[src/rtl/core/jet_pkg.sv]
`default_nettype none

package jet_pkg;

    // Field widths.
    localparam int COORD_W    = 11;
    localparam int COUNT_W    = 16;
    localparam int COLOR_W    = 32;
    localparam int Q_W        = 32;
    localparam int STEP_W     = 31;
    localparam int CONST_W    = 31;
    localparam int PROD_W     = 64;
    localparam int FRAC_BITS  = 28;
    localparam int CFG_ADDR_W = 3;
    localparam int CFG_DATA_W = 32;

    // 4.0 in Q8.56, one bit wider than a product so the squared magnitude cannot wrap.
    localparam logic [PROD_W:0] ESCAPE_BOUND = 65'h0_0400_0000_0000_0000;
    localparam logic [COLOR_W-1:0] COLOR_MULT = 32'd1899762;

    localparam logic signed [PROD_W-1:0] Q_MAX = 64'sh0000_0000_7FFF_FFFF;
    localparam logic signed [PROD_W-1:0] Q_MIN = 64'shFFFF_FFFF_8000_0000;

    // Register values after reset.
    localparam logic [STEP_W-1:0]         RST_PIXEL_STEP  = 31'd894784;
    localparam logic signed [Q_W-1:0]     RST_ORIGIN_REAL = -32'sd536870912;
    localparam logic signed [Q_W-1:0]     RST_ORIGIN_IMAG = -32'sd536870912;
    localparam logic signed [CONST_W-1:0] RST_CONST_REAL  = '0;
    localparam logic signed [CONST_W-1:0] RST_CONST_IMAG  = '0;
    localparam logic [COUNT_W-1:0]        RST_ITER_LIMIT  = 16'd50;
    localparam logic [COLOR_W-1:0]        RST_INSIDE_COLOR = 32'd16777215;

    typedef enum logic [CFG_ADDR_W-1:0] {
        REG_PIXEL_STEP      = 3'd0,
        REG_ORIGIN_REAL     = 3'd1,
        REG_ORIGIN_IMAG     = 3'd2,
        REG_CONST_REAL      = 3'd3,
        REG_CONST_IMAG      = 3'd4,
        REG_ITERATION_LIMIT = 3'd5,
        REG_INSIDE_COLOR    = 3'd6
    } reg_idx_t;

    typedef struct packed {
        logic [STEP_W-1:0]         pixel_step;
        logic signed [Q_W-1:0]     origin_real;
        logic signed [Q_W-1:0]     origin_imag;
        logic signed [CONST_W-1:0] const_real;
        logic signed [CONST_W-1:0] const_imag;
        logic [COUNT_W-1:0]        iteration_limit;
        logic [COLOR_W-1:0]        inside_color;
    } cfg_t;

    // Operand pair fed to the shared multiplier.
    typedef enum logic [2:0] {
        MSEL_COL,
        MSEL_ROW,
        MSEL_RR,
        MSEL_II,
        MSEL_RI,
        MSEL_COLOR
    } msel_t;

    typedef enum logic [3:0] {
        ST_IDLE,
        ST_MAP_R,
        ST_MAP_I,
        ST_LOAD_I,
        ST_SQ_R,
        ST_SQ_I,
        ST_CROSS,
        ST_UPDATE,
        ST_COLOR,
        ST_FINISH
    } state_t;

    typedef struct packed {
        logic  in_ready;
        logic  mul_en;
        msel_t mul_sel;
        logic  load_zr;
        logic  load_zi;
        logic  save_sr;
        logic  save_si;
        logic  update_z;
        logic  load_out;
    } ctrl_t;

    typedef struct packed {
        logic in_valid;
        logic limit_hit;
        logic escaped;
        logic out_busy;
    } stat_t;

    // Clamp a wide signed value to the signed Q4.28 range.
    function automatic logic signed [Q_W-1:0] sat_q(input logic signed [PROD_W-1:0] v);
        logic signed [Q_W-1:0] r;
        if (v > Q_MAX) begin
            r = Q_MAX[Q_W-1:0];
        end
        else if (v < Q_MIN) begin
            r = Q_MIN[Q_W-1:0];
        end
        else begin
            r = v[Q_W-1:0];
        end
        return r;
    endfunction

endpackage

`default_nettype wire

[src/rtl/core/jet_mul.sv]
`default_nettype none

module jet_mul import jet_pkg::*;
(
    input  logic                     clk,
    input  logic                     en,
    input  logic signed [Q_W-1:0]    op_a,
    input  logic signed [Q_W-1:0]    op_b,
    output logic signed [PROD_W-1:0] prod_reg
);

    logic signed [PROD_W-1:0] prod_next;

    // Full signed 32 x 32 product, registered.
    assign prod_next = PROD_W'(op_a) * PROD_W'(op_b);

    always_ff @(posedge clk)
    begin
        if (en)
        begin
            prod_reg <= prod_next;
        end
    end

endmodule

`default_nettype wire

[config.mk]
export PLATFORM = sky130hd
export DESIGN_NAME = jet_mul
export DESIGN_NICKNAME = d
export VERILOG_FILES = /design/src/rtl/core/jet_pkg.sv /design/src/rtl/core/jet_mul.sv
export SDC_FILE = /design/constraint.sdc
export NUM_CORES = 2
export LEC_CHECK = 0
export BUFFER_PORTS_ARGS = -buffer_cell sky130_fd_sc_hd__buf_4
export CAP_MARGIN = 20
export CELL_PAD_IN_SITES_DETAIL_PLACEMENT = 0
export CELL_PAD_IN_SITES_GLOBAL_PLACEMENT = 1
export CORE_AREA = 5 5 326 248
export CTS_CLUSTER_SIZE = 24
export DETAILED_ROUTE_END_ITERATION = 8
export DIE_AREA = 0 0 331 253
export GPL_TIMING_DRIVEN = 0
export PLACE_DENSITY_LB_ADDON = 0.15
export SLEW_MARGIN = 20
export SYNTH_ARGS = -nofsm -noshare
export SYNTH_HDL_FRONTEND = slang
export SYNTH_SLANG_ARGS = --single-unit
[constraint.sdc]
create_clock -name clk -period 9.5 [get_ports clk]
set_clock_uncertainty 0.1 [all_clocks]
set_input_delay 0.95 -clock clk [delete_from_list [all_inputs] [get_ports clk]]
set_output_delay 0.95 -clock clk [all_outputs]
set_load 0.01 [all_outputs]
==> summary.txt <==
Global routing
  – Largest net degree at the start of global routing: 65
  – Initial antenna violation count: 7
  – Vias in the first global route: 29,600
  – First-pass GRT wire length: roughly 210,000 um
  – Tot GR Track Use: between 30% and 40%
  – Total gr overflow: 0

Floorplan
  – Rows: between 80 and 90
  – Ports: 130
  – Width of the die: between 300 and 400 um
  – Die ar.: about 0.084 mm^2
  – Initial Util: 49.3%
  – Die Y: about 250 um
  – Std-Cell Core Area: a little under 0.08 mm^2

Cells and area
  – Fillers: 7,472
  – Nets: approximately 5,400
  – Final non-filler cell total: 5,136
  – Fin area: a little over 0.04 mm^2
  – Commonest non-fill, non-tap cell in the layout: fa_1
  – Storage cell area: between 0.0015 and 0.002 mm^2
  – Area growth, synth to finish: 6.88%
  – Max reg flops: between 60 and 70
  – Multi-input gate area: ~0.032 mm^2
  – Most frequent cells in the layout: 1,079 x fa_1, 945 x inv_1, 524 x nand2_1
  – Ratio of cells with drive above 1 in the final layout: under 10%

Drt
  – Vias per cell: between 5 and 6
  – Initial DRC Count: 2,831
  – First drt pass iteration count: 6
  – DRC: 0
  – Remaining antenna violation count: 0
  – Wire length per cell: about 28 um
  – Final wirelength: 142,000 um
  – Via count: ~28,000

Logic synthesis
  – Syn Nets: around 5,300
  – Seq/Total Area, Yosys: under 10%
  – Dominant synthesized flop cell: edfxtp_1
  – Largest family of logic cells by synthesized area: adder cells
  – Synth Area in Compound Gates: 3.78%
  – Simple-gate share of the synthesized area: about 15%
  – #FFs+latches synth: 64
  – Yosys warns: 0
  – Fraction of registers with async set/reset: 0%
  – Synth Instances: slightly below 4,000
  – Synthesized area per cell: ~9.7 um^2
  – Mapped Area: 0.0383 mm^2
  – Mux share of post-synthesis cell area: 0%
  – Xor-xnor portion of the synthesized cell area: around 1.7%
  – EDFF count, synth: 64
  – Post-synth cell types: 70
  – Adder-cell share of the synthesized area: a little over three fifths

Place
  – HPWL after DPL: ~120,000 um
  – Placed Instances: approximately 5,100
  – IO Port Bufs: 129
  – Dpl cell area: around 0.041 mm^2
  – RePlAce Congestion: about 1.1

STA
  – Fmax: 106 MHz
  – Pins Over Slew Limit: 0
  – Hold Vio Cnt, Final: 0
  – Slew @ Worst Pin: ~1.3 ns
  – RSZ-0062 raised after global routing: false
  – Setup violators final: 0
  – Tmin final: 9.40 ns
  – Slew HR: 15.8%
  – Fin crit share: ~99%

Min path
  – Hold WC Path Type: in2reg

Worst setup path
  – Worst setup EP type: register
  – Worst Path Max Fanout: 10
  – Crit path required time: 9.50 ns
  – CP arrival: 9.40 ns
  – Startpoint Class: input pin
  – Crit path kind: in2reg

Clock tree
  – Clock Tree Buf Depth: 2
  – Root buf cell: clkbuf_16
  – CTS tree: built
  – CTS Buf Count: 9
  – Clock sinks: 64
  – Clk pin slew, worst setup/hold paths: around 0.060 ns
  – H-tree levels: 3

Flow run
  – Number of max-cap violations: 0

Status
  – Status: finished clean
## kinds of logic after synthesis
| family | after synthesis |
|---|---|
| adder cells (fa/ha/maj) | 1266 |
| XOR/XNOR | 74 |
| AO/OA/AOI/OAI | 204 |
| AND/OR/NAND/NOR | 1178 |
| flip-flops | 64 |
| buffers and inverters | 1163 |
## path summary, 6_finish.rpt
| check | from | end | slack (ns) | cells after the start |
|---|---|---|---|---|
| hold / removal | op_b[1] | prod_reg[1] | 1.04 | 3 |
| setup / recovery | op_b[13] | prod_reg[62] | 0.1 | 25 |
## synthesized netlist by cell type, types with 2 or more instances
cell | instances | share of area, %
inv_1 | 949 | 9.3
a211oi_1 | 2 | 0.039
o21bai_2 | 2 | 0.059
nor2_1 | 61 | 0.60
o21bai_1 | 4 | 0.078
fa_1 | 1082 | 57
a211oi_2 | 4 | 0.13
edfxtp_1 | 64 | 5.0
a311oi_2 | 2 | 0.078
o21ai_2 | 2 | 0.046
o211ai_1 | 5 | 0.098
nand2_4 | 2 | 0.059
xnor2_1 | 52 | 1.2
or3_1 | 3 | 0.049
nand3_1 | 17 | 0.22
ha_1 | 184 | 6.0
a21oi_1 | 63 | 0.82
buf_1 | 2 | 0.020
clkbuf_1 | 200 | 2.0
a21oi_2 | 5 | 0.11
a31oi_1 | 5 | 0.082
and2_1 | 513 | 8.4
o21ai_0 | 36 | 0.47
nor2b_1 | 8 | 0.13
a31o_2 | 3 | 0.069
xor2_1 | 22 | 0.50
o21a_1 | 4 | 0.078
a21boi_1 | 2 | 0.039
and3_1 | 9 | 0.15
a21o_1 | 33 | 0.65
nand2b_1 | 13 | 0.21
o21ai_1 | 3 | 0.039
a22oi_1 | 2 | 0.039
and3_2 | 2 | 0.039
nand4_1 | 11 | 0.18
nand2_1 | 524 | 5.1
o21ba_2 | 2 | 0.052
nor3_1 | 7 | 0.092
buf_2 | 10 | 0.13
a211o_1 | 5 | 0.11
## cell type report
| cell class | instances | share of cell area (%) |
|---|---|---|
| inverters | 949 | 8.74 |
| clock buffers | 9 | 0.550 |
| repair buffers | 136 | 2.50 |
| clock inverters | 5 | 0.180 |
| plain buffers | 201 | 1.93 |
| well taps | 1046 | 3.20 |
| diodes | 4 | 0.0245 |
| flip-flops and latches | 64 | 4.70 |
| multi-input cells | 2722 | 78.2 |
## timing repair
item / 4_1_cts / 5_1_grt
setup endpoints to repair: 9 / 10
buffers inserted: 6 / 1
hold buffers: 0 / 0
gates resized for setup: 4 / 19
pin swaps: 1 / 2
## stage by stage
stage               setup slack (ns)  TNS (ns)  hold WS, ns  util [%]
finish                        0.0956         0         1.04      52.7
global route                  0.0130         0         1.03      52.7
CTS                           0.0312         0        0.839      52.7
detailed placement             -1.23     -7.66         1.22      52.3
global placement               -1.28     -8.36         1.21      52.3
floorplan                      0.967         0        0.962         -
## layer usage
layer / vias up / global-route usage (%) / share of wire [%]
met5: - / 0 / 0.015
li1: 11600 / - / -
met2: 1658 / 46.6 / 38
met1: 14500 / 51.9 / 42
met3: 237 / 17.4 / 16
met4: 4 / 9.10 / 3.2
## worst max-delay path, stage by stage
cell and delay, ns:
buf_4 0.14, clkbuf_1 0.94, and2_1 0.39, fa_1 0.45, inv_1 0.08, fa_1 0.45, fa_1 0.48, fa_1 0.54
inv_1 0.06, fa_1 0.53, fa_1 0.43, fa_1 0.52, inv_1 0.05, fa_1 0.74, inv_1 0.11, ha_1 0.38
a21oi_1 0.26, o21ai_0 0.15, or2_1 0.26, nand4b_1 0.26, a211oi_2 0.39, o21ai_2 0.14, a31o_2 0.27, a221oi_2 0.30
xnor2_1 0.11
Power is not shown: default switching activity piles up to over one toggle a cycle in this logic, so the estimate is an artifact.
