--- src/rtl/core/jet_pkg.sv ---
`default_nettype none

package jet_pkg;

    // Field widths.
    localparam int COORD_W    = 11;
    localparam int COUNT_W    = 16;
    localparam int COLOR_W    = 32;
    localparam int Q_W        = 32;
    localparam int STEP_W     = 31;
    localparam int CONST_W    = 31;
    localparam int PROD_W     = 64;
    localparam int FRAC_BITS  = 28;
    localparam int CFG_ADDR_W = 3;
    localparam int CFG_DATA_W = 32;

    // 4.0 in Q8.56, one bit wider than a product so the squared magnitude cannot wrap.
    localparam logic [PROD_W:0] ESCAPE_BOUND = 65'h0_0400_0000_0000_0000;
    localparam logic [COLOR_W-1:0] COLOR_MULT = 32'd1899762;

    localparam logic signed [PROD_W-1:0] Q_MAX = 64'sh0000_0000_7FFF_FFFF;
    localparam logic signed [PROD_W-1:0] Q_MIN = 64'shFFFF_FFFF_8000_0000;

    // Register values after reset.
    localparam logic [STEP_W-1:0]         RST_PIXEL_STEP  = 31'd894784;
    localparam logic signed [Q_W-1:0]     RST_ORIGIN_REAL = -32'sd536870912;
    localparam logic signed [Q_W-1:0]     RST_ORIGIN_IMAG = -32'sd536870912;
    localparam logic signed [CONST_W-1:0] RST_CONST_REAL  = '0;
    localparam logic signed [CONST_W-1:0] RST_CONST_IMAG  = '0;
    localparam logic [COUNT_W-1:0]        RST_ITER_LIMIT  = 16'd50;
    localparam logic [COLOR_W-1:0]        RST_INSIDE_COLOR = 32'd16777215;

    typedef enum logic [CFG_ADDR_W-1:0] {
        REG_PIXEL_STEP      = 3'd0,
        REG_ORIGIN_REAL     = 3'd1,
        REG_ORIGIN_IMAG     = 3'd2,
        REG_CONST_REAL      = 3'd3,
        REG_CONST_IMAG      = 3'd4,
        REG_ITERATION_LIMIT = 3'd5,
        REG_INSIDE_COLOR    = 3'd6
    } reg_idx_t;

    typedef struct packed {
        logic [STEP_W-1:0]         pixel_step;
        logic signed [Q_W-1:0]     origin_real;
        logic signed [Q_W-1:0]     origin_imag;
        logic signed [CONST_W-1:0] const_real;
        logic signed [CONST_W-1:0] const_imag;
        logic [COUNT_W-1:0]        iteration_limit;
        logic [COLOR_W-1:0]        inside_color;
    } cfg_t;

    // Operand pair fed to the shared multiplier.
    typedef enum logic [2:0] {
        MSEL_COL,
        MSEL_ROW,
        MSEL_RR,
        MSEL_II,
        MSEL_RI,
        MSEL_COLOR
    } msel_t;

    typedef enum logic [3:0] {
        ST_IDLE,
        ST_MAP_R,
        ST_MAP_I,
        ST_LOAD_I,
        ST_SQ_R,
        ST_SQ_I,
        ST_CROSS,
        ST_UPDATE,
        ST_COLOR,
        ST_FINISH
    } state_t;

    typedef struct packed {
        logic  in_ready;
        logic  mul_en;
        msel_t mul_sel;
        logic  load_zr;
        logic  load_zi;
        logic  save_sr;
        logic  save_si;
        logic  update_z;
        logic  load_out;
    } ctrl_t;

    typedef struct packed {
        logic in_valid;
        logic limit_hit;
        logic escaped;
        logic out_busy;
    } stat_t;

    // Clamp a wide signed value to the signed Q4.28 range.
    function automatic logic signed [Q_W-1:0] sat_q(input logic signed [PROD_W-1:0] v);
        logic signed [Q_W-1:0] r;
        if (v > Q_MAX) begin
            r = Q_MAX[Q_W-1:0];
        end
        else if (v < Q_MIN) begin
            r = Q_MIN[Q_W-1:0];
        end
        else begin
            r = v[Q_W-1:0];
        end
        return r;
    endfunction

endpackage

`default_nettype wire

--- src/rtl/core/jet_ctrl.sv ---
`default_nettype none

module jet_ctrl import jet_pkg::*;
(
    input  logic  clk,
    input  logic  rst_n,
    input  stat_t stat,
    output ctrl_t ctrl
);

    state_t state_reg;
    state_t state_next;

    always_ff @(posedge clk or negedge rst_n)
    begin
        if (!rst_n)
        begin
            state_reg <= ST_IDLE;
        end
        else
        begin
            state_reg <= state_next;
        end
    end

    always_comb
    begin
        ctrl         = '0;
        ctrl.mul_sel = MSEL_COL;
        state_next   = state_reg;
        unique case (state_reg)
            ST_IDLE:
            begin
                ctrl.in_ready = 1'b1;
                if (stat.in_valid)
                begin
                    state_next = ST_MAP_R;
                end
            end
            ST_MAP_R:
            begin
                ctrl.mul_en  = 1'b1;
                ctrl.mul_sel = MSEL_COL;
                state_next   = ST_MAP_I;
            end
            ST_MAP_I:
            begin
                ctrl.load_zr = 1'b1;
                ctrl.mul_en  = 1'b1;
                ctrl.mul_sel = MSEL_ROW;
                state_next   = ST_LOAD_I;
            end
            ST_LOAD_I:
            begin
                ctrl.load_zi = 1'b1;
                state_next   = ST_SQ_R;
            end
            ST_SQ_R:
            begin
                if (stat.limit_hit)
                begin
                    state_next = ST_FINISH;
                end
                else
                begin
                    ctrl.mul_en  = 1'b1;
                    ctrl.mul_sel = MSEL_RR;
                    state_next   = ST_SQ_I;
                end
            end
            ST_SQ_I:
            begin
                ctrl.save_sr = 1'b1;
                ctrl.mul_en  = 1'b1;
                ctrl.mul_sel = MSEL_II;
                state_next   = ST_CROSS;
            end
            ST_CROSS:
            begin
                ctrl.save_si = 1'b1;
                ctrl.mul_en  = 1'b1;
                ctrl.mul_sel = MSEL_RI;
                state_next   = ST_UPDATE;
            end
            ST_UPDATE:
            begin
                if (stat.escaped)
                begin
                    state_next = ST_COLOR;
                end
                else
                begin
                    ctrl.update_z = 1'b1;
                    state_next    = ST_SQ_R;
                end
            end
            ST_COLOR:
            begin
                ctrl.mul_en  = 1'b1;
                ctrl.mul_sel = MSEL_COLOR;
                state_next   = ST_FINISH;
            end
            ST_FINISH:
            begin
                if (!stat.out_busy)
                begin
                    ctrl.load_out = 1'b1;
                    state_next    = ST_IDLE;
                end
            end
            default:
            begin
                state_next = ST_IDLE;
            end
        endcase
    end

endmodule

`default_nettype wire
--- config.mk ---
export PLATFORM = sky130hd
export DESIGN_NAME = jet_ctrl
export DESIGN_NICKNAME = d
export VERILOG_FILES = /design/src/rtl/core/jet_pkg.sv /design/src/rtl/core/jet_ctrl.sv
export SDC_FILE = /design/constraint.sdc
export NUM_CORES = 1
export LEC_CHECK = 0
export BUFFER_PORTS_ARGS = -buffer_cell sky130_fd_sc_hd__buf_2
export CORE_AREA = 5 5 42 44
export DETAILED_ROUTE_END_ITERATION = 10
export DIE_AREA = 0 0 47 49
export GPL_TIMING_DRIVEN = 0
export SETUP_SLACK_MARGIN = 0.5
export SYNTH_ARGS = -nofsm -noshare
export SYNTH_HDL_FRONTEND = slang
export SYNTH_SLANG_ARGS = --single-unit
--- constraint.sdc ---
create_clock -name clk -period 0.89 [get_ports clk]
set_input_delay 0.178 -clock clk [delete_from_list [all_inputs] [get_ports clk]]
set_output_delay 0.178 -clock clk [all_outputs]
set_load 0.03 [all_outputs]
==> results of run 1 <==
-- area by class of cell --
cell class	instances	area, um2	area share [%]
multi-input combinational	36	415	47.1
buffer	4	52.6	5.96
tap	16	20.0	2.27
inverter	3	11.3	1.28
clock buffer	3	22.5	2.55
sequential	4	105	11.9
timing repair buffer	27	255	28.9
-- path summary, 6_finish.rpt --
kind                       cells past startpoint            to  slack, ns
setup / recovery                               4       ctrl[8]      -0.64
hold / removal                                 1  state_reg[0]      -0.26
setup reg to reg                               4  state_reg[0]      -0.30
hold reg to reg                                3  state_reg[0]       0.68
max in group asynchronous                      1  state_reg[2]       1.02
min in group clk                               3  state_reg[0]       0.24
-- worst max-delay path, cell delays in order, from the launching register on --
cell	delay, ns
dfrtp_2	0.45
nor2_2	0.21
nand2_1	0.16
a21oi_4	0.15
buf_6	0.14
-- per-stage QoR --
| stage | cell area (um2) | setup WS, ns | std cells | hold WS [ns] | TNS, ns |
|---|---|---|---|---|---|
| floorplan | 490 | -0.346 | 47 | -0.118 | -3.30 |
| global placement | 591 | -0.449 | 79 | -0.0175 | -5.09 |
| detailed placement | 591 | -0.450 | 79 | -0.0151 | -5.11 |
| CTS | 779 | -0.626 | 89 | -0.263 | -6.90 |
| global route | 882 | -0.702 | 93 | -0.266 | -8.11 |
| finish | 882 | -0.645 | 93 | -0.260 | -7.27 |
-- layer usage --
metal | routed length [um] | up-vias
li1 | - | 229
met1 | 591 | 239
met2 | 863 | 14
met3 | 68 | 2
met4 | 12 | 0
met5 | 0 | -
-- power breakdown --
| group | switching [mW] | internal, mW | leakage [nW] |
|---|---|---|---|
| Sequential | 0.190 | 0.287 | 0.0455 |
| Clock | 0.0705 | 0.151 | 0.0138 |
| Combinational | 1.77 | 1.67 | 0.291 |
| Total | 2.03 | 2.11 | 0.350 |
-- layout by cell type, fill, tap and decap left out, types with 2 or more instances in the layout --
cell	synthesis	final
a21oi_2	0	3
nand2_8	0	2
nor2_4	0	2
nor2_1	5	2
buf_4	3	9
nor3_4	0	4
inv_1	3	2
dfrtp_2	0	4
nand2b_4	0	2
nand2_1	5	3
clkbuf_4	0	3
buf_2	0	6
buf_6	1	12
o32ai_4	0	2
buf_8	0	2
-- kinds of logic after synthesis --
family | share of synthesized area [%]
AO/OA/AOI/OAI | 18.9
buffers and inverters | 13.1
flip-flops | 29.1
AND/OR/NAND/NOR | 36.4
XOR/XNOR | 2.55
-- repair_timing --
action,4_1_cts,5_1_grt
gates cloned,1,1
pin swaps,2,5
setup endpoints to repair,15,15
hold endpoints to repair,4,4
gates resized for setup,33,12
setup buffers,6,3
==> out/results.ini, run 1 <==
[timing]
max_freq_mhz = 651
max_slew_margin_pct = 82.9
setup_ws_ns = -0.645
min_period_ns = 1.53
worst_hold_slack_ns = -0.260
final.period_utilization_pct = 172
clock_skew_ns = 0.00299
finalSetupViolCount = 15
slew_violations = 0
finalHoldViolCount = 4
rsz0062_at_grt = yes
tightest_slew_ns = 0.257

[run_status]
run_status = finished, violations left
violations = hold timing, setup timing

[setup_path]
crit_arrival_ns = 1.36
startpoint_type = flop
rr_startpoint = state_reg[1]
crit_path_end_kind = output pin
worstSetupStartpoint = state_reg[2]
path_class = reg2out
crit_required_ns = 0.71
cp_max_fo = 4

[worst_hold_path]
hp-class = in2async

[grt]
grt_max_degree = 11
grt_antenna_before_repair = 0
grt_usage_pct = 13.9
met3_usage_pct = 5.17
met2_usage_pct = 21.9
grt_pass1_wl_mm = 2.30
grt_overflow = 0
grt_use_met1_pct = 16.9
busiest_layer = met2
grt_pass1_vias = 487

[drt]
wl_per_cell_um = 16.5
first_pass_iters = 2
antenna_left = 0
vias = 484
routed_wl_mm = 1.54
drc = 0
first_iter_violations = 8
via_per_inst = 5.20

[yosys]
syn_nets = 53
syn-instance-count = 47
synth_edf_count = 0
synthTopCellsByArea = dfrtp_1, a21oi_1, buf_4, nor3_1, nand2_1
syn_area_um2 = 344
synth_top_area_share_pct = 29.1
yosysTopAreaCell = dfrtp_1
ys_ff_latch = 4
ys.flop_type = dfrtp_1
avgSynthCellArea_um2 = 7.32
yosys_warnings = 0
synth_cell_types = 19
synth_top_cells_by_count = a21oi_1, nand2_1, nor2_1
synthArstFlopShare_pct = 100
ys_seq_area_share_pct = 29.1

[die]
die_area_um2 = 2300
die_w_um = 47
ios = 17
dieHeight_um = 49
coreArea_um2 = 1400
rows = 14
initial_utilization_pct = 24.6

[pwr]
cellLeakagePower_nw = 0.350
power_density_nw_per_um2 = 4690
total_power_mw = 4.13
vdd_drop_max_mv = 2.36

[cts]
clk_latency_ns = 0.23
root_buffer = clkbuf_4
cts_tree = yes
cts_sinks = 4
htreeDepth = 1
cts_buffer_depth = 2
cts_buffers = 3
clk_pin_slew_ns = 0.04

[placed_design]
port_buffers = 16
gp_congestion = 0.826

[job]
maxCapViolCount = 0

[final_layout]
syn2layout_area_growth_pct = 156
final_core_util_pct = 62.9
largest_register_ffs = 4
n_antenna_cell = 0
final_nets = 85
fill_cells = 117
drive_above_1_share_pct = 81.8

Power figures use the tool's default switching activity.
==> run 2: changes to the inputs <==
==> constraint.sdc (replaced) <==
create_clock -name clk -period 1.9 [get_ports clk]
set_input_delay 0.38 -clock clk [delete_from_list [all_inputs] [get_ports clk]]
set_output_delay 0.38 -clock clk [all_outputs]
set_load 0.03 [all_outputs]
==> out/results.ini, run 2 (synthesized netlist as in run 1, its figures left out) <==
[run_status]
run_status = finished, final reports clean  ; was finished, violations left

[grt]
grt_pass1_wl_mm = 2.57  ; was 2.30 mm
grt_antenna_before_repair = 0  ; unchanged
grt_overflow = 0  ; unchanged
grt_pass1_vias = 574  ; was 487
grt_usage_pct = 16.1  ; was 13.9%
grt_max_degree = 10  ; was 11

[drt]
drc = 0  ; unchanged
vias = 515  ; was 484
wl_met3_um = 100  ; was 68 um
wl_met2_um = 866  ; was 863 um
antenna_left = 0  ; unchanged
first_iter_violations = 12  ; was 8
maxUsedRoutingLayer = met4  ; unchanged
routed_wl_mm = 1.61  ; was 1.54 mm
wl_met1_um = 582  ; was 591 um
via_per_inst = 5.00  ; was 5.20
wl_per_cell_um = 15.6  ; was 16.5 um
first_pass_iters = 4  ; was 2

[cts]
cts_tree = yes  ; unchanged
root_buffer = clkbuf_4  ; unchanged
htreeDepth = 1  ; unchanged
clk_latency_ns = 0.25  ; was 0.23 ns
cts_sinks = 4  ; unchanged
clk_pin_slew_ns = 0.04  ; about the same
cts_buffers = 3  ; unchanged
cts_buffer_depth = 2  ; unchanged

[placed_design]
post-dp-hpwl_um = 775
preCtsSetupSlack_ns = 0.367  ; was -0.450 ns
gp_congestion = 0.757  ; was 0.826
port_buffers = 16  ; unchanged

[setup_path]
cp_max_fo = 6  ; was 4
crit_required_ns = 1.52  ; was 0.71 ns
crit_path_end_kind = output pin  ; unchanged
path_class = reg2out  ; unchanged
crit_arrival_ns = 1.34  ; was 1.36 ns
startpoint_type = flop  ; unchanged

[die]
coreArea_um2 = 1400  ; unchanged
ios = 17  ; unchanged
die_w_um = 47  ; unchanged
initial_utilization_pct = 24.6  ; unchanged
dieHeight_um = 49  ; unchanged
die_area_um2 = 2300  ; unchanged
rows = 14  ; unchanged

[timing]
clock_skew_ns = 0.00825  ; was 0.00299 ns
finalHoldViolCount = 0  ; was 4
rsz0062_at_grt = yes  ; unchanged
final.period_utilization_pct = 90.4
max_freq_mhz = 582
min_period_ns = 1.72
finalSetupViolCount = 0  ; was 15
setup_ws_ns = 0.183  ; was -0.645 ns
slew_violations = 0  ; unchanged
worst_hold_slack_ns = 0.432  ; was -0.260 ns
max_slew_margin_pct = 77.4  ; was 82.9%
fin_tns_setup_ns = 0  ; was -7.27 ns
tightest_slew_ns = 0.336  ; was 0.257 ns

[final_layout]
largest_register_ffs = 4  ; unchanged
seqCellArea_um2 = 104  ; was 105 um2
layout_common_cells = buf_4, buf_6, buf_2  ; was buf_6, buf_4, buf_2
layout_commonest_cell = buf_4  ; was buf_6
drive_above_1_share_pct = 72.4  ; was 81.8%
fill_cells = 130  ; was 117
multi_input_area_um2 = 309  ; was 415 um2
syn2layout_area_growth_pct = 133  ; was 156%
n_antenna_cell = 0  ; unchanged
final_core_util_pct = 57.3  ; was 62.9%
final_nets = 95  ; was 85

[pwr]
total_power_mw = 1.71  ; was 4.13 mW
cellLeakagePower_nw = 0.367  ; was 0.350 nW
power_density_nw_per_um2 = 2130  ; was 4690 nW/um2
vdd_drop_max_mv = 0.836  ; was 2.36 mV

[worst_hold_path]
hp-class = in2reg  ; was in2async

[job]
maxCapViolCount = 0  ; unchanged

==> run 2: final timing paths <==
| kind | depth (start not counted) | startpoint | slack [ns] | to |
|---|---|---|---|---|
| worst max register to register | 9 | state_reg[1] | 0.21 | state_reg[3] |
| worst max-delay path | 3 | state_reg[3] | 0.18 | ctrl[9] |
| worst min register to register | 2 | state_reg[3] | 0.74 | state_reg[1] |
| min in group asynchronous | 2 | rst_n | 0.47 | state_reg[3] |
| worst min-delay path | 3 | stat[0] | 0.43 | state_reg[0] |
| max in group asynchronous | 2 | rst_n | 1.29 | state_reg[0] |
==> run 2: report_power, final <==
group          internal [mW]  switching (mW)  leakage (nW)
sequential             0.132          0.0664        0.0466
combinational          0.684           0.717         0.306
clock                 0.0712          0.0422        0.0138
==> run 2: cell type report <==
type / count / area share, %
sequential: 4 / 12.9
timing repair buffer: 37 / 36.3
clock buffer: 3 / 2.80
multi-input combinational: 36 / 38.5
tap: 16 / 2.49
inverter: 3 / 1.40
buffer: 4 / 5.61
==> run 2: worst max-delay path: stages (launching register included) <==
cell	delay [ns]
dfrtp_2	0.45
buf_6	0.16
o32ai_4	0.26
buf_4	0.21
==> run 2: metal layers <==
layer,vias to the layer above,track usage [%]
met5,-,0
met2,17,26.2
met3,6,5.90
met1,244,15.3
li1,248,-
met4,0,12.4
==> run 2: what timing repair did <==
action / CTS / global route
pin swaps: 6 / 3
hold buffers: 1 / 0
hold endpoints to repair: 4 / 0
setup endpoints to repair: 11 / 12
setup buffers: 16 / 2
gates resized for setup: 28 / 11
gates cloned: 2 / 0
==> run 2: per-stage QoR <==
stage               std cells  instance area [um2]
global route              103                  803
detailed placement         79                  498
finish                    103                  803
global placement           79                  498
floorplan                  47                  398
CTS                       101                  743
