<file path="src/rtl/core/jet_pkg.sv">
`default_nettype none

package jet_pkg;

    // Field widths.
    localparam int COORD_W    = 11;
    localparam int COUNT_W    = 16;
    localparam int COLOR_W    = 32;
    localparam int Q_W        = 32;
    localparam int STEP_W     = 31;
    localparam int CONST_W    = 31;
    localparam int PROD_W     = 64;
    localparam int FRAC_BITS  = 28;
    localparam int CFG_ADDR_W = 3;
    localparam int CFG_DATA_W = 32;

    // 4.0 in Q8.56, one bit wider than a product so the squared magnitude cannot wrap.
    localparam logic [PROD_W:0] ESCAPE_BOUND = 65'h0_0400_0000_0000_0000;
    localparam logic [COLOR_W-1:0] COLOR_MULT = 32'd1899762;

    localparam logic signed [PROD_W-1:0] Q_MAX = 64'sh0000_0000_7FFF_FFFF;
    localparam logic signed [PROD_W-1:0] Q_MIN = 64'shFFFF_FFFF_8000_0000;

    // Register values after reset.
    localparam logic [STEP_W-1:0]         RST_PIXEL_STEP  = 31'd894784;
    localparam logic signed [Q_W-1:0]     RST_ORIGIN_REAL = -32'sd536870912;
    localparam logic signed [Q_W-1:0]     RST_ORIGIN_IMAG = -32'sd536870912;
    localparam logic signed [CONST_W-1:0] RST_CONST_REAL  = '0;
    localparam logic signed [CONST_W-1:0] RST_CONST_IMAG  = '0;
    localparam logic [COUNT_W-1:0]        RST_ITER_LIMIT  = 16'd50;
    localparam logic [COLOR_W-1:0]        RST_INSIDE_COLOR = 32'd16777215;

    typedef enum logic [CFG_ADDR_W-1:0] {
        REG_PIXEL_STEP      = 3'd0,
        REG_ORIGIN_REAL     = 3'd1,
        REG_ORIGIN_IMAG     = 3'd2,
        REG_CONST_REAL      = 3'd3,
        REG_CONST_IMAG      = 3'd4,
        REG_ITERATION_LIMIT = 3'd5,
        REG_INSIDE_COLOR    = 3'd6
    } reg_idx_t;

    typedef struct packed {
        logic [STEP_W-1:0]         pixel_step;
        logic signed [Q_W-1:0]     origin_real;
        logic signed [Q_W-1:0]     origin_imag;
        logic signed [CONST_W-1:0] const_real;
        logic signed [CONST_W-1:0] const_imag;
        logic [COUNT_W-1:0]        iteration_limit;
        logic [COLOR_W-1:0]        inside_color;
    } cfg_t;

    // Operand pair fed to the shared multiplier.
    typedef enum logic [2:0] {
        MSEL_COL,
        MSEL_ROW,
        MSEL_RR,
        MSEL_II,
        MSEL_RI,
        MSEL_COLOR
    } msel_t;

    typedef enum logic [3:0] {
        ST_IDLE,
        ST_MAP_R,
        ST_MAP_I,
        ST_LOAD_I,
        ST_SQ_R,
        ST_SQ_I,
        ST_CROSS,
        ST_UPDATE,
        ST_COLOR,
        ST_FINISH
    } state_t;

    typedef struct packed {
        logic  in_ready;
        logic  mul_en;
        msel_t mul_sel;
        logic  load_zr;
        logic  load_zi;
        logic  save_sr;
        logic  save_si;
        logic  update_z;
        logic  load_out;
    } ctrl_t;

    typedef struct packed {
        logic in_valid;
        logic limit_hit;
        logic escaped;
        logic out_busy;
    } stat_t;

    // Clamp a wide signed value to the signed Q4.28 range.
    function automatic logic signed [Q_W-1:0] sat_q(input logic signed [PROD_W-1:0] v);
        logic signed [Q_W-1:0] r;
        if (v > Q_MAX) begin
            r = Q_MAX[Q_W-1:0];
        end
        else if (v < Q_MIN) begin
            r = Q_MIN[Q_W-1:0];
        end
        else begin
            r = v[Q_W-1:0];
        end
        return r;
    endfunction

endpackage

`default_nettype wire

</file>
<file path="src/rtl/core/jet_cfg.sv">
`default_nettype none

module jet_cfg import jet_pkg::*;
(
    input  logic                  clk,
    input  logic                  rst_n,
    input  logic                  wr_en,
    input  logic [CFG_ADDR_W-1:0] wr_addr,
    input  logic [CFG_DATA_W-1:0] wr_data,
    output cfg_t                  cfg
);

    cfg_t cfg_reg;
    cfg_t cfg_next;

    always_comb
    begin
        cfg_next = cfg_reg;
        if (wr_en)
        begin
            unique case (wr_addr)
                REG_PIXEL_STEP:      cfg_next.pixel_step      = wr_data[STEP_W-1:0];
                REG_ORIGIN_REAL:     cfg_next.origin_real     = wr_data;
                REG_ORIGIN_IMAG:     cfg_next.origin_imag     = wr_data;
                REG_CONST_REAL:      cfg_next.const_real      = wr_data[CONST_W-1:0];
                REG_CONST_IMAG:      cfg_next.const_imag      = wr_data[CONST_W-1:0];
                REG_ITERATION_LIMIT: cfg_next.iteration_limit = wr_data[COUNT_W-1:0];
                REG_INSIDE_COLOR:    cfg_next.inside_color    = wr_data;
                default:             cfg_next = cfg_reg;
            endcase
        end
    end

    always_ff @(posedge clk or negedge rst_n)
    begin
        if (!rst_n)
        begin
            cfg_reg.pixel_step      <= RST_PIXEL_STEP;
            cfg_reg.origin_real     <= RST_ORIGIN_REAL;
            cfg_reg.origin_imag     <= RST_ORIGIN_IMAG;
            cfg_reg.const_real      <= RST_CONST_REAL;
            cfg_reg.const_imag      <= RST_CONST_IMAG;
            cfg_reg.iteration_limit <= RST_ITER_LIMIT;
            cfg_reg.inside_color    <= RST_INSIDE_COLOR;
        end
        else
        begin
            cfg_reg <= cfg_next;
        end
    end

    assign cfg = cfg_reg;

endmodule

`default_nettype wire

</file>
<file path="config.mk">
export PLATFORM = sky130hd
export DESIGN_NAME = jet_cfg
export DESIGN_NICKNAME = d
export VERILOG_FILES = /design/src/rtl/core/jet_pkg.sv /design/src/rtl/core/jet_cfg.sv
export SDC_FILE = /design/constraint.sdc
export NUM_CORES = 1
export LEC_CHECK = 0
export BUFFER_PORTS_ARGS = -buffer_cell sky130_fd_sc_hd__buf_2
export CAP_MARGIN = 20
export CORE_MARGIN = 10
export CORE_UTILIZATION = 41
export CTS_CLUSTER_DIAMETER = 50
export DETAILED_ROUTE_END_ITERATION = 7
export GPL_TIMING_DRIVEN = 0
export PLACE_DENSITY = 0.65
export SLEW_MARGIN = 20
export SYNTH_ARGS = -nofsm -noshare
export SYNTH_HDL_FRONTEND = slang
export SYNTH_SLANG_ARGS = --single-unit
</file>
<file path="constraint.sdc">
create_clock -name clk -period 0.8 [get_ports clk]
set_input_delay 0.08 -clock clk [delete_from_list [all_inputs] [get_ports clk]]
set_output_delay 0.08 -clock clk [all_outputs]
set_load 0.02 [all_outputs]
</file>
==> results of run 1 <==
[worst max path at each step]
stage	start	endpoint	slack, ns	cells after the start
floorplan	wr_addr[2]	cfg[111]$_DFFE_PN0P_	-0.29	4
global placement	rst_n	cfg[47]$_DFFE_PN0P_	-3.79	1
detailed placement	wr_addr[0]	cfg[174]$_DFFE_PN0P_	-0.78	4
CTS	cfg[15]$_DFFE_PN1P_	cfg[15]	-0.48	1
global route	cfg[1]$_DFFE_PN1P_	cfg[1]	-0.51	1
finish	cfg[1]$_DFFE_PN1P_	cfg[1]	-0.47	1
[placed cells by master, fill, tap and decap left out, types with 2 or more instances in the layout]
master	n
clkinv_4	2
buf_12	11
mux2_4	114
inv_6	2
dfrtp_2	4
clkinvlp_4	2
clkbuf_16	27
clkinv_2	2
dlygate4sd3_1	32
clkbuf_8	4
nand4b_1	2
buf_4	25
dfrtp_1	159
dfstp_2	42
buf_8	6
clkbuf_1	6
mux2_2	90
buf_2	32
buf_6	277
buf_16	3
[synthesized netlist by cell type]
| master | n | area [µm²] |
|---|---|---|
| and4bb_2 | 1 | 12.51 |
| buf_12 | 6 | 120.1 |
| buf_2 | 6 | 30.03 |
| buf_4 | 9 | 67.56 |
| dfrtp_1 | 163 | 4079 |
| dfstp_2 | 42 | 1104 |
| mux2_1 | 64 | 720.7 |
| mux2_2 | 141 | 1588 |
| nand4b_1 | 2 | 17.52 |
| nand4b_2 | 1 | 15.01 |
| nor4b_4 | 1 | 23.77 |
| nor4bb_1 | 2 | 20.02 |
[cell type report]
type	count	area (µm²)	share of cell area (%)
Timing Repair Buffer	367	3904	29.17
Tap cell	234	292.8	2.188
Clock buffer	37	753.2	5.629
Sequential cell	205	5187	38.77
Multi-Input combinational cell	212	2859	21.37
Buffer	20	284.0	2.122
Clock inverter	10	101.3	0.7574
[power groups by stage]
stage	clock, µW	sequential [µW]	combinational [µW]
floorplan	0	17200	2820
global placement	0	14200	9330
detailed placement	0	14300	9500
CTS	11600	14800	13500
global route	12200	15200	15100
finish	11500	15000	14400
[per-layer routing]
layer | track usage [%] | wire length (µm) | up-vias
li1 | - | - | 2347
met1 | 22.44 | 9812 | 2781
met2 | 33.88 | 13700 | 192
met3 | 6.920 | 2121 | 41
met4 | 5.922 | 745 | 0
met5 | 0 | 0 | -
[kinds of logic after synthesis]
family,Yosys count
muxes,205
DFF,205
buffers and inverters,21
and+or+nand+nor,7
[timing repair]
item,4_1_cts,5_1_grt
endpoints found under the hold margin,289,84
cloned,2,0
resized for setup,446,77
setup buffers,67,49
endpoints found under the setup margin,325,321
pin swaps,4,1
[metrics by stage]
stage	std cells	power (µW)	utilization (%)	area [µm²]
floorplan	438	20030	-	8235
global placement	914	23570	52.07	9739
detailed placement	915	23840	52.27	9777
CTS	1062	39830	69.20	12940
global route	1085	42530	71.54	13380
finish	1085	40950	71.54	13380
==> impl_metrics.csv, run 1 <==
group,metric,value,unit
critical_path,cpMaxStageDelayCell,"dfstp_2",
placement,hpwl,15.10,mm
yosys,ys_ff_latch,205,
critical_path,rrSetupSlack,-0.22,ns
clocking,cts_tree,"built",
status,violations,"negative hold slack, negative setup slack",
yosys,synthDistinctLibCells,12,
finish,drive_above_1_share,76.50,%
yosys,synthSimpleGateAreaFrac,1.139,%
critical_path,crit_fanout,2,
clocking,path_clk_slew,0.06,ns
yosys,syn_inst,438,
pwr,power_frac_clock,28.1,%
finish,layout.nets,870,
floorplanning,start_util,41.69,%
route,routed_wl,26.38,mm
sta,rsz0062_at_grt,"true",
clocking,worstSkewPairLatency,0.51,ns
critical_path,cp-start-kind,"flop",
critical_path,required,0.72,ns
floorplanning,dieWidth,157.9,µm
critical_path,critPathKind,"reg2out",
critical_path,worst-path-buf-inv,1,
clocking,cts_sinks,205,
clocking,cts_htree_levels,1,
route,vias,5361,
floorplanning,coreArea,0.01871,mm²
yosys,syn-num-nets,476,
global_route,grt-ovfl-total,0,
pwr,internal_power,28360,µW
sta,tns,-80.19,ns
critical_path,r2r_start,"cfg[168]$_DFFE_PN0P_",
sta,relSlewSlack,48.23,%
finish,largest_reg_flops,205,
pwr,p_switching,12590,µW
critical_path,slowest_delay,0.56,ns
yosys,ys_seq_area_share,66.46,%
finish,diodes,0,
sta,fin_skew,0,ns
sta,hold_ws,-0.3902,ns
route,remaining_drc_errors,0,
route,drt_first_pass_iters,4,
pwr,powerDensity,3060,mW/mm²
pwr,ir_drop,0.002291,V
critical_path,crit_arrival,1.19,ns
floorplanning,dieArea,0.02493,mm²
sta,period_share,159.2,%
sta,hold_violations,84,
sta,max_freq,785.3,MHz
critical_path,crit-reg2reg-capture,"cfg[168]$_DFFE_PN0P_",
critical_path,crit_family,"flip-flops",
yosys,muxShareOfSynthArea,29.61,%
clocking,clk_path_buf_depth,3,
floorplanning,die_h,157.9,µm
critical_path,endpoint_kind,"output pin",
pwr,combinationalPowerShare,35.2,%
clocking,root_buffer,"clkbuf_16",
sta,slew_viol_final,0,
yosys,synth_compound_area_share,0,%
route,vias_per_cell,4.941,
yosys,syn_area,0.007797,mm²
placement,io_buffers,242,
sta,setup-violations-final,289,
finish,synthToLayoutAreaGrowth,71.61,%
flow_run,max_cap_viol_count,0,
critical_path,r2r_cells,3,
placement,gp_congestion,0.7884,
floorplanning,io_pins,243,
global_route,grtUsageTotal,19.65,%
finish,n_fill_cell,1078,
sta,min_period,1.273,ns
yosys,syn_avg_cell_area,17.80,µm²
clocking,cts_made_buffers,26,
yosys,synth_warnings,0,
route,wl_per_cell,24.32,µm
placement,dpl_worst_slack,-0.7788,ns
yosys,synth_top_family_by_area,"multiplexers",
global_route,grt_pass1_vias,6090,
global_route,grt_max_degree,104,
route,drt-initial-drc-count,201,
sta,tightest_slew,0.7766,ns
worst_hold_path,hold_class,"in2async",
floorplanning,rows,50,
yosys,synthAdderAreaFrac,0,%
route,drtAntennaViolNets,0,
global_route,grt_pass1_wl,37.78,mm
pwr,leakage,0.006316,µW
yosys,synth_xor_area_share,0,%
sta,setup_ws,-0.4734,ns
status,outcome,"finished with violations",
pwr,seq_power_share,36.7,%
critical_path,cp_cell_sequence,"buf_6",
global_route,antenna_found_initial,0,
pwr,switching_share,30.76,%
clocking,cts_hold_buf,32,
Note: power is estimated with default switching activity, not from simulation.
==> run 2: changes to the inputs <==
Settings changed: ABC_AREA set to 1.
==> run 2 against run 1 <==
Net effect: the run still ends with negative hold slack, negative setup slack left; sequential share of layout area is 1.5 points higher; sequential power is 5% lower; area after synthesis is 2.2% higher; combinational power fell by 19%; clock skew is the same; wire length rose by 15%; critical path depth unchanged; via count grew 45%; largest cell class unchanged.
==> impl_metrics.csv, run 2 <==
group,metric,value,unit
status,outcome,"finished with violations",
status,violations,"negative hold slack, negative setup slack",
sta,fin_skew,0,ns
critical_path,critPathKind,"reg2out",
global_route,grt_max_degree,76,
floorplanning,die_h,159.4,µm
critical_path,worst-path-buf-inv,1,
critical_path,startpoint,"cfg[4]$_DFFE_PN1P_",
clocking,path_clk_slew,0.06,ns
route,vias,7748,
critical_path,slowest_delay,0.56,ns
critical_path,crit_end,"cfg[4]",
critical_path,crit-reg2reg-capture,"cfg[188]$_DFFE_PN0P_",
global_route,grtUsageTotal,22.53,%
yosys,synth_common_cells,"nand2_1, dfrtp_1, nand3_1",
floorplanning,rows,50,
placement,dpl_worst_slack,-0.6956,ns
finish,layout.nets,1326,
sta,rsz0062_at_grt,"true",
placement,hpwl,19.34,mm
flow_run,max_cap_viol_count,0,
yosys,ys_async_sr_fraction,100.0,%
clocking,cts_htree_levels,1,
route,remaining_drc_errors,0,
clocking,root_buffer,"clkbuf_16",
critical_path,path_depth,1,
critical_path,crit_fanout,2,
critical_path,cp_cell_sequence,"buf_6",
sta,hold_ws,-0.5255,ns
yosys,syn_avg_cell_area,8.894,µm²
finish,final_cell_mix,"nand2_1, buf_6, dfrtp_1",
route,routed_wl,30.45,mm
sta,max_freq,786.6,MHz
global_route,grtUsageMet1,28.90,%
worst_hold_path,hold_class,"in2async",
yosys,synth_edf_count,0,
yosys,syn_area,0.007969,mm²
floorplanning,dieArea,0.02541,mm²
yosys,ys_ff_latch,205,
pwr,leakage,0.006900,µW
critical_path,cp-start-kind,"flop",
critical_path,cpMaxStageDelayCell,"dfstp_2",
finish,synthToLayoutAreaGrowth,61.39,%
route,wl_per_cell,19.42,µm
critical_path,crit_family,"flip-flops",
sta,relSlewSlack,65.78,%
critical_path,required,0.72,ns
route,drt_first_pass_iters,5,
yosys,syn_inst,896,
yosys,synth.most_common_cell,"nand2_1",
placement,io_buffers,242,
clocking,cts_hold_buf,33,
pwr,powerDensity,2851,mW/mm²
floorplanning,dieWidth,159.4,µm
finish,layout_commonest_cell,"nand2_1",
sta,slew_viol_final,0,
yosys,ys_top_cells_by_area,"dfrtp_1, nand2_1, dfstp_2",
yosys,yosysTopAreaCellShare,51.19,%
yosys,synth_ff_type,"dfrtp_1",
global_route,gr-usage-met3,6.145,%
clocking,cts_tree,"built",
route,drtAntennaViolNets,0,
critical_path,r2r_start,"cfg[188]$_DFFE_PN0P_",
critical_path,crit_arrival,1.19,ns
yosys,yosys.area.top_type,"dfrtp_1",
clocking,worstSkewPairLatency,0.51,ns
finish,instances_no_fill,1568,
placement,gp_congestion,0.8055,
global_route,antenna_found_initial,1,
route,vias_per_cell,4.941,
clocking,cts_sinks,205,
finish,drive_above_1_share,37.67,%
sta,setup_ws,-0.4713,ns
yosys,syn-num-nets,934,
clocking,cts_made_buffers,24,
sta,tightest_slew,0.5132,ns
global_route,grt-ovfl-total,0,
route,drt-initial-drc-count,494,
floorplanning,start_util,42.18,%
placement,dp_cells,1400,
yosys,ys_seq_area_share,65.03,%
critical_path,r2r_cells,4,
pwr,ir_drop,0.001614,V
sta,min_period,1.271,ns
global_route,grt_pass1_vias,7781,
critical_path,rrSetupSlack,-0.08,ns
sta,period_share,158.9,%
finish,largest_reg_flops,205,
floorplanning,coreArea,0.01889,mm²
critical_path,endpoint_kind,"output pin",
global_route,busiest_layer,"met2",
clocking,clk_path_buf_depth,3,
global_route,grtUsageMet2,37.05,%
global_route,grt_pass1_wl,46.49,mm
yosys,synthDistinctLibCells,11,
sta,hold_violations,122,
yosys,synth_warnings,0,
sta,setup-violations-final,217,
floorplanning,io_pins,243,
[run 2: changes by cell type after synthesis, sizes merged, moves of 2 or more]
| cell | previous run | this run |
|---|---|---|
| nand2 | 0 | 501 |
| nor4bb | 2 | 0 |
| nor2 | 0 | 7 |
| clkbuf | 0 | 31 |
| inv | 0 | 5 |
| nand4b | 3 | 0 |
| nand3 | 0 | 126 |
| mux2 | 205 | 0 |
[run 2: what timing repair did]
action / in CTS / in global routing
hold endpoints to repair: 278 / 122
buffers inserted: 49 / 47
pin swaps: 1 / 13
setup endpoints to repair: 275 / 360
gates resized for setup: 414 / 79
[run 2: worst min-delay path by stage]
stage / startpoint / to / slack [ns] / cells after the start
after floorplan: rst_n / cfg[100]$_DFFE_PN0P_ / -0.22 / 0
after global placement: wr_data[21] / cfg[21]$_DFFE_PN1P_ / 0.36 / 3
after detailed placement: rst_n / cfg[42]$_DFFE_PN0P_ / 0.08 / 1
after CTS: rst_n / cfg[42]$_DFFE_PN0P_ / -0.46 / 1
after global routing: rst_n / cfg[42]$_DFFE_PN0P_ / -0.51 / 1
final: rst_n / cfg[42]$_DFFE_PN0P_ / -0.53 / 1
[run 2: logic make-up (layout without fill, tap and decap cells)]
kind of cell,count (synthesis),after routing,share of synthesized area (%)
flip-flops,205,205,65.03
AND/OR/NAND/NOR,634,634,31.97
other,0,2,0
buffers and inverters,57,467,2.999
[run 2: final cells by class]
class	count	area [µm²]
Clock buffer	36	696.9
Fill cell	1436	6032
Tap cell	260	325.3
Buffer	50	266.5
Inverter	6	25.02
Timing Repair Buffer	367	3625
Sequential cell	205	5182
Clock inverter	8	85.08
Antenna cell	2	5.005
Multi-Input combinational cell	634	2650
[run 2: layer usage]
metal  share of wire (%)  vias to the layer above
met1                  41                     3804
met2                  49                      312
met4                 1.7                        0
li1                    -                     3596
met5                   0                        -
met3                 8.2                       36
[run 2: where the power goes]
| part | total [µW] | switching (µW) | internal [µW] |
|---|---|---|---|
| Sequential | 14200 | 1580 | 12600 |
| Combinational | 11600 | 5880 | 5750 |
| Clock | 10800 | 4430 | 6390 |
| Total | 36700 | 11900 | 24800 |
[run 2: stage by stage]
stage / instance area [µm²] / setup TNS (ns) / utilization [%] / power [µW]
floorplan: 8023 / -0.4949 / - / 18050
global placement: 9559 / -851.23 / 50.60 / 21410
detailed placement: 9624 / -136.61 / 50.94 / 21580
CTS: 12400 / -74.00 / 65.61 / 35980
global route: 12860 / -78.29 / 68.06 / 38260
finish: 12860 / -71.69 / 68.07 / 36660
==> run 3: changes to the inputs <==
Settings changed: SKIP_CTS_REPAIR_TIMING set to 1.
==> run 3 against run 2 <==
Net effect: the run still ends with negative hold slack, negative setup slack left; non-clock buffer count down 17; register-to-register slack better by 0.05 ns; maximum frequency hardly changed; first-iteration DRC count shrank 6.1%; global-route usage shrank 1.7 points.
==> impl_metrics.csv, run 3 (synthesis gave the netlist of run 2 again) <==
group,metric,value,unit
sta,tns,-71.05,ns
finish,largest_reg_flops,205,
sta,tightest_slew,0.5374,ns
sta,max_freq,786.8,MHz
sta,period_share,158.9,%
placement,gp_congestion,0.8055,
global_route,grt_pass1_wl,42.83,mm
route,vias_per_cell,4.904,
status,violations,"negative hold slack, negative setup slack",
critical_path,endpoint_kind,"output pin",
floorplanning,dieWidth,159.4,µm
finish,regArea,0.005182,mm²
worst_hold_path,hold_class,"in2async",
global_route,grt-ovfl-total,0,
critical_path,cpMaxStageDelayCell,"dfstp_2",
critical_path,worst-path-buf-inv,1,
clocking,cts_htree_levels,1,
floorplanning,start_util,42.18,%
clocking,cts_made_buffers,24,
critical_path,r2r_cells,3,
finish,final_cell_mix,"nand2_1, buf_6, dfrtp_1",
route,drt_first_pass_iters,7,
critical_path,crit-reg2reg-capture,"cfg[180]$_DFFE_PN1P_",
clocking,cts_sinks,205,
route,wl_per_cell,19.46,µm
sta,setup_ws,-0.4709,ns
finish,utilization,66.96,%
route,vias,7601,
critical_path,cp_cell_sequence,"buf_6",
critical_path,r2r_start,"cfg[180]$_DFFE_PN1P_",
placement,hpwl,19.34,mm
critical_path,rrSetupSlack,-0.03,ns
clocking,clk_path_buf_depth,3,
critical_path,cp-start-kind,"flop",
sta,fin_skew,0,ns
route,routed_wl,30.16,mm
placement,dpl_worst_slack,-0.6956,ns
status,outcome,"finished with violations",
clocking,cts_tree,"built",
global_route,grtUsageTotal,20.88,%
sta,slew_viol_final,0,
critical_path,crit_family,"flip-flops",
global_route,grt_pass1_vias,7150,
route,drtAntennaViolNets,0,
critical_path,slowest_delay,0.56,ns
clocking,worstSkewPairLatency,0.51,ns
sta,setup-violations-final,208,
sta,rsz0062_at_grt,"true",
flow_run,max_cap_viol_count,0,
clocking,root_buffer,"clkbuf_16",
floorplanning,rows,50,
sta,hold_violations,124,
sta,relSlewSlack,64.17,%
route,drt-initial-drc-count,464,
global_route,antenna_found_initial,1,
finish,synthToLayoutAreaGrowth,58.75,%
pwr,ir_drop,0.001512,V
floorplanning,die_h,159.4,µm
clocking,path_clk_slew,0.06,ns
critical_path,crit_arrival,1.19,ns
critical_path,crit_fanout,2,
sta,min_period,1.271,ns
sta,hold_ws,-0.5266,ns
finish,n_fill_cell,1474,
critical_path,critPathKind,"reg2out",
placement,io_buffers,242,
finish,multi_input_area,0.002608,mm²
pwr,powerDensity,2865,mW/mm²
finish,layout_commonest_cell,"nand2_1",
finish,layout.nets,1309,
route,remaining_drc_errors,0,
floorplanning,io_pins,243,
pwr,leakage,0.006780,µW
finish,drive_above_1_share,35.30,%
critical_path,required,0.72,ns
floorplanning,coreArea,0.01889,mm²
global_route,grt_max_degree,76,
floorplanning,dieArea,0.02541,mm²
-- run 3: power by group --
part | leakage (µW) | internal (µW) | switching (µW) | total (µW)
clock network | 0.000375 | 6390 | 4420 | 10800
registers | 0.00249 | 12600 | 1580 | 14200
logic | 0.00392 | 5460 | 5760 | 11200
total | 0.00678 | 24500 | 11800 | 36200
-- run 3: how the worst max path moves through the flow --
stage | cells past startpoint | end | slack [ns] | start
2_1_floorplan | 6 | cfg[143]$_DFFE_PN0P_ | -0.02 | wr_en
3_3_place_gp | 1 | cfg[101]$_DFFE_PN0P_ | -3.94 | rst_n
3_5_place_dp | 7 | cfg[20]$_DFFE_PN1P_ | -0.70 | wr_addr[0]
4_1_cts | 1 | cfg[173] | -0.52 | cfg[173]$_DFFE_PN1P_
5_1_grt | 1 | cfg[190] | -0.51 | cfg[190]$_DFFE_PN1P_
6_report | 1 | cfg[4] | -0.47 | cfg[4]$_DFFE_PN1P_
-- run 3: routing by layer --
layer,wire (µm),track usage [%],share of wire [%]
met5,0,0,0
met4,548,5.097,1.8
met3,2351,5.964,7.8
met2,14710,33.05,49
met1,12550,27.63,42
-- run 3: final cells by class --
type | count | area share, %
clock buffer | 36 | 5.509
antenna | 1 | 0.01978
buffer | 50 | 2.107
timing repair buffer | 350 | 27.35
multi-input combinational | 634 | 20.61
sequential | 205 | 40.97
inverter | 6 | 0.1978
tap | 260 | 2.571
clock inverter | 8 | 0.6725
-- run 3: through the flow --
stage / total power (µW) / instance area, µm² / std cells
after floorplan: 18050 / 8023 / 896
after global placement: 21410 / 9559 / 1398
after detailed placement: 21580 / 9624 / 1400
after CTS: 32480 / 10410 / 1444
after global routing: 37870 / 12650 / 1550
final: 36240 / 12650 / 1550
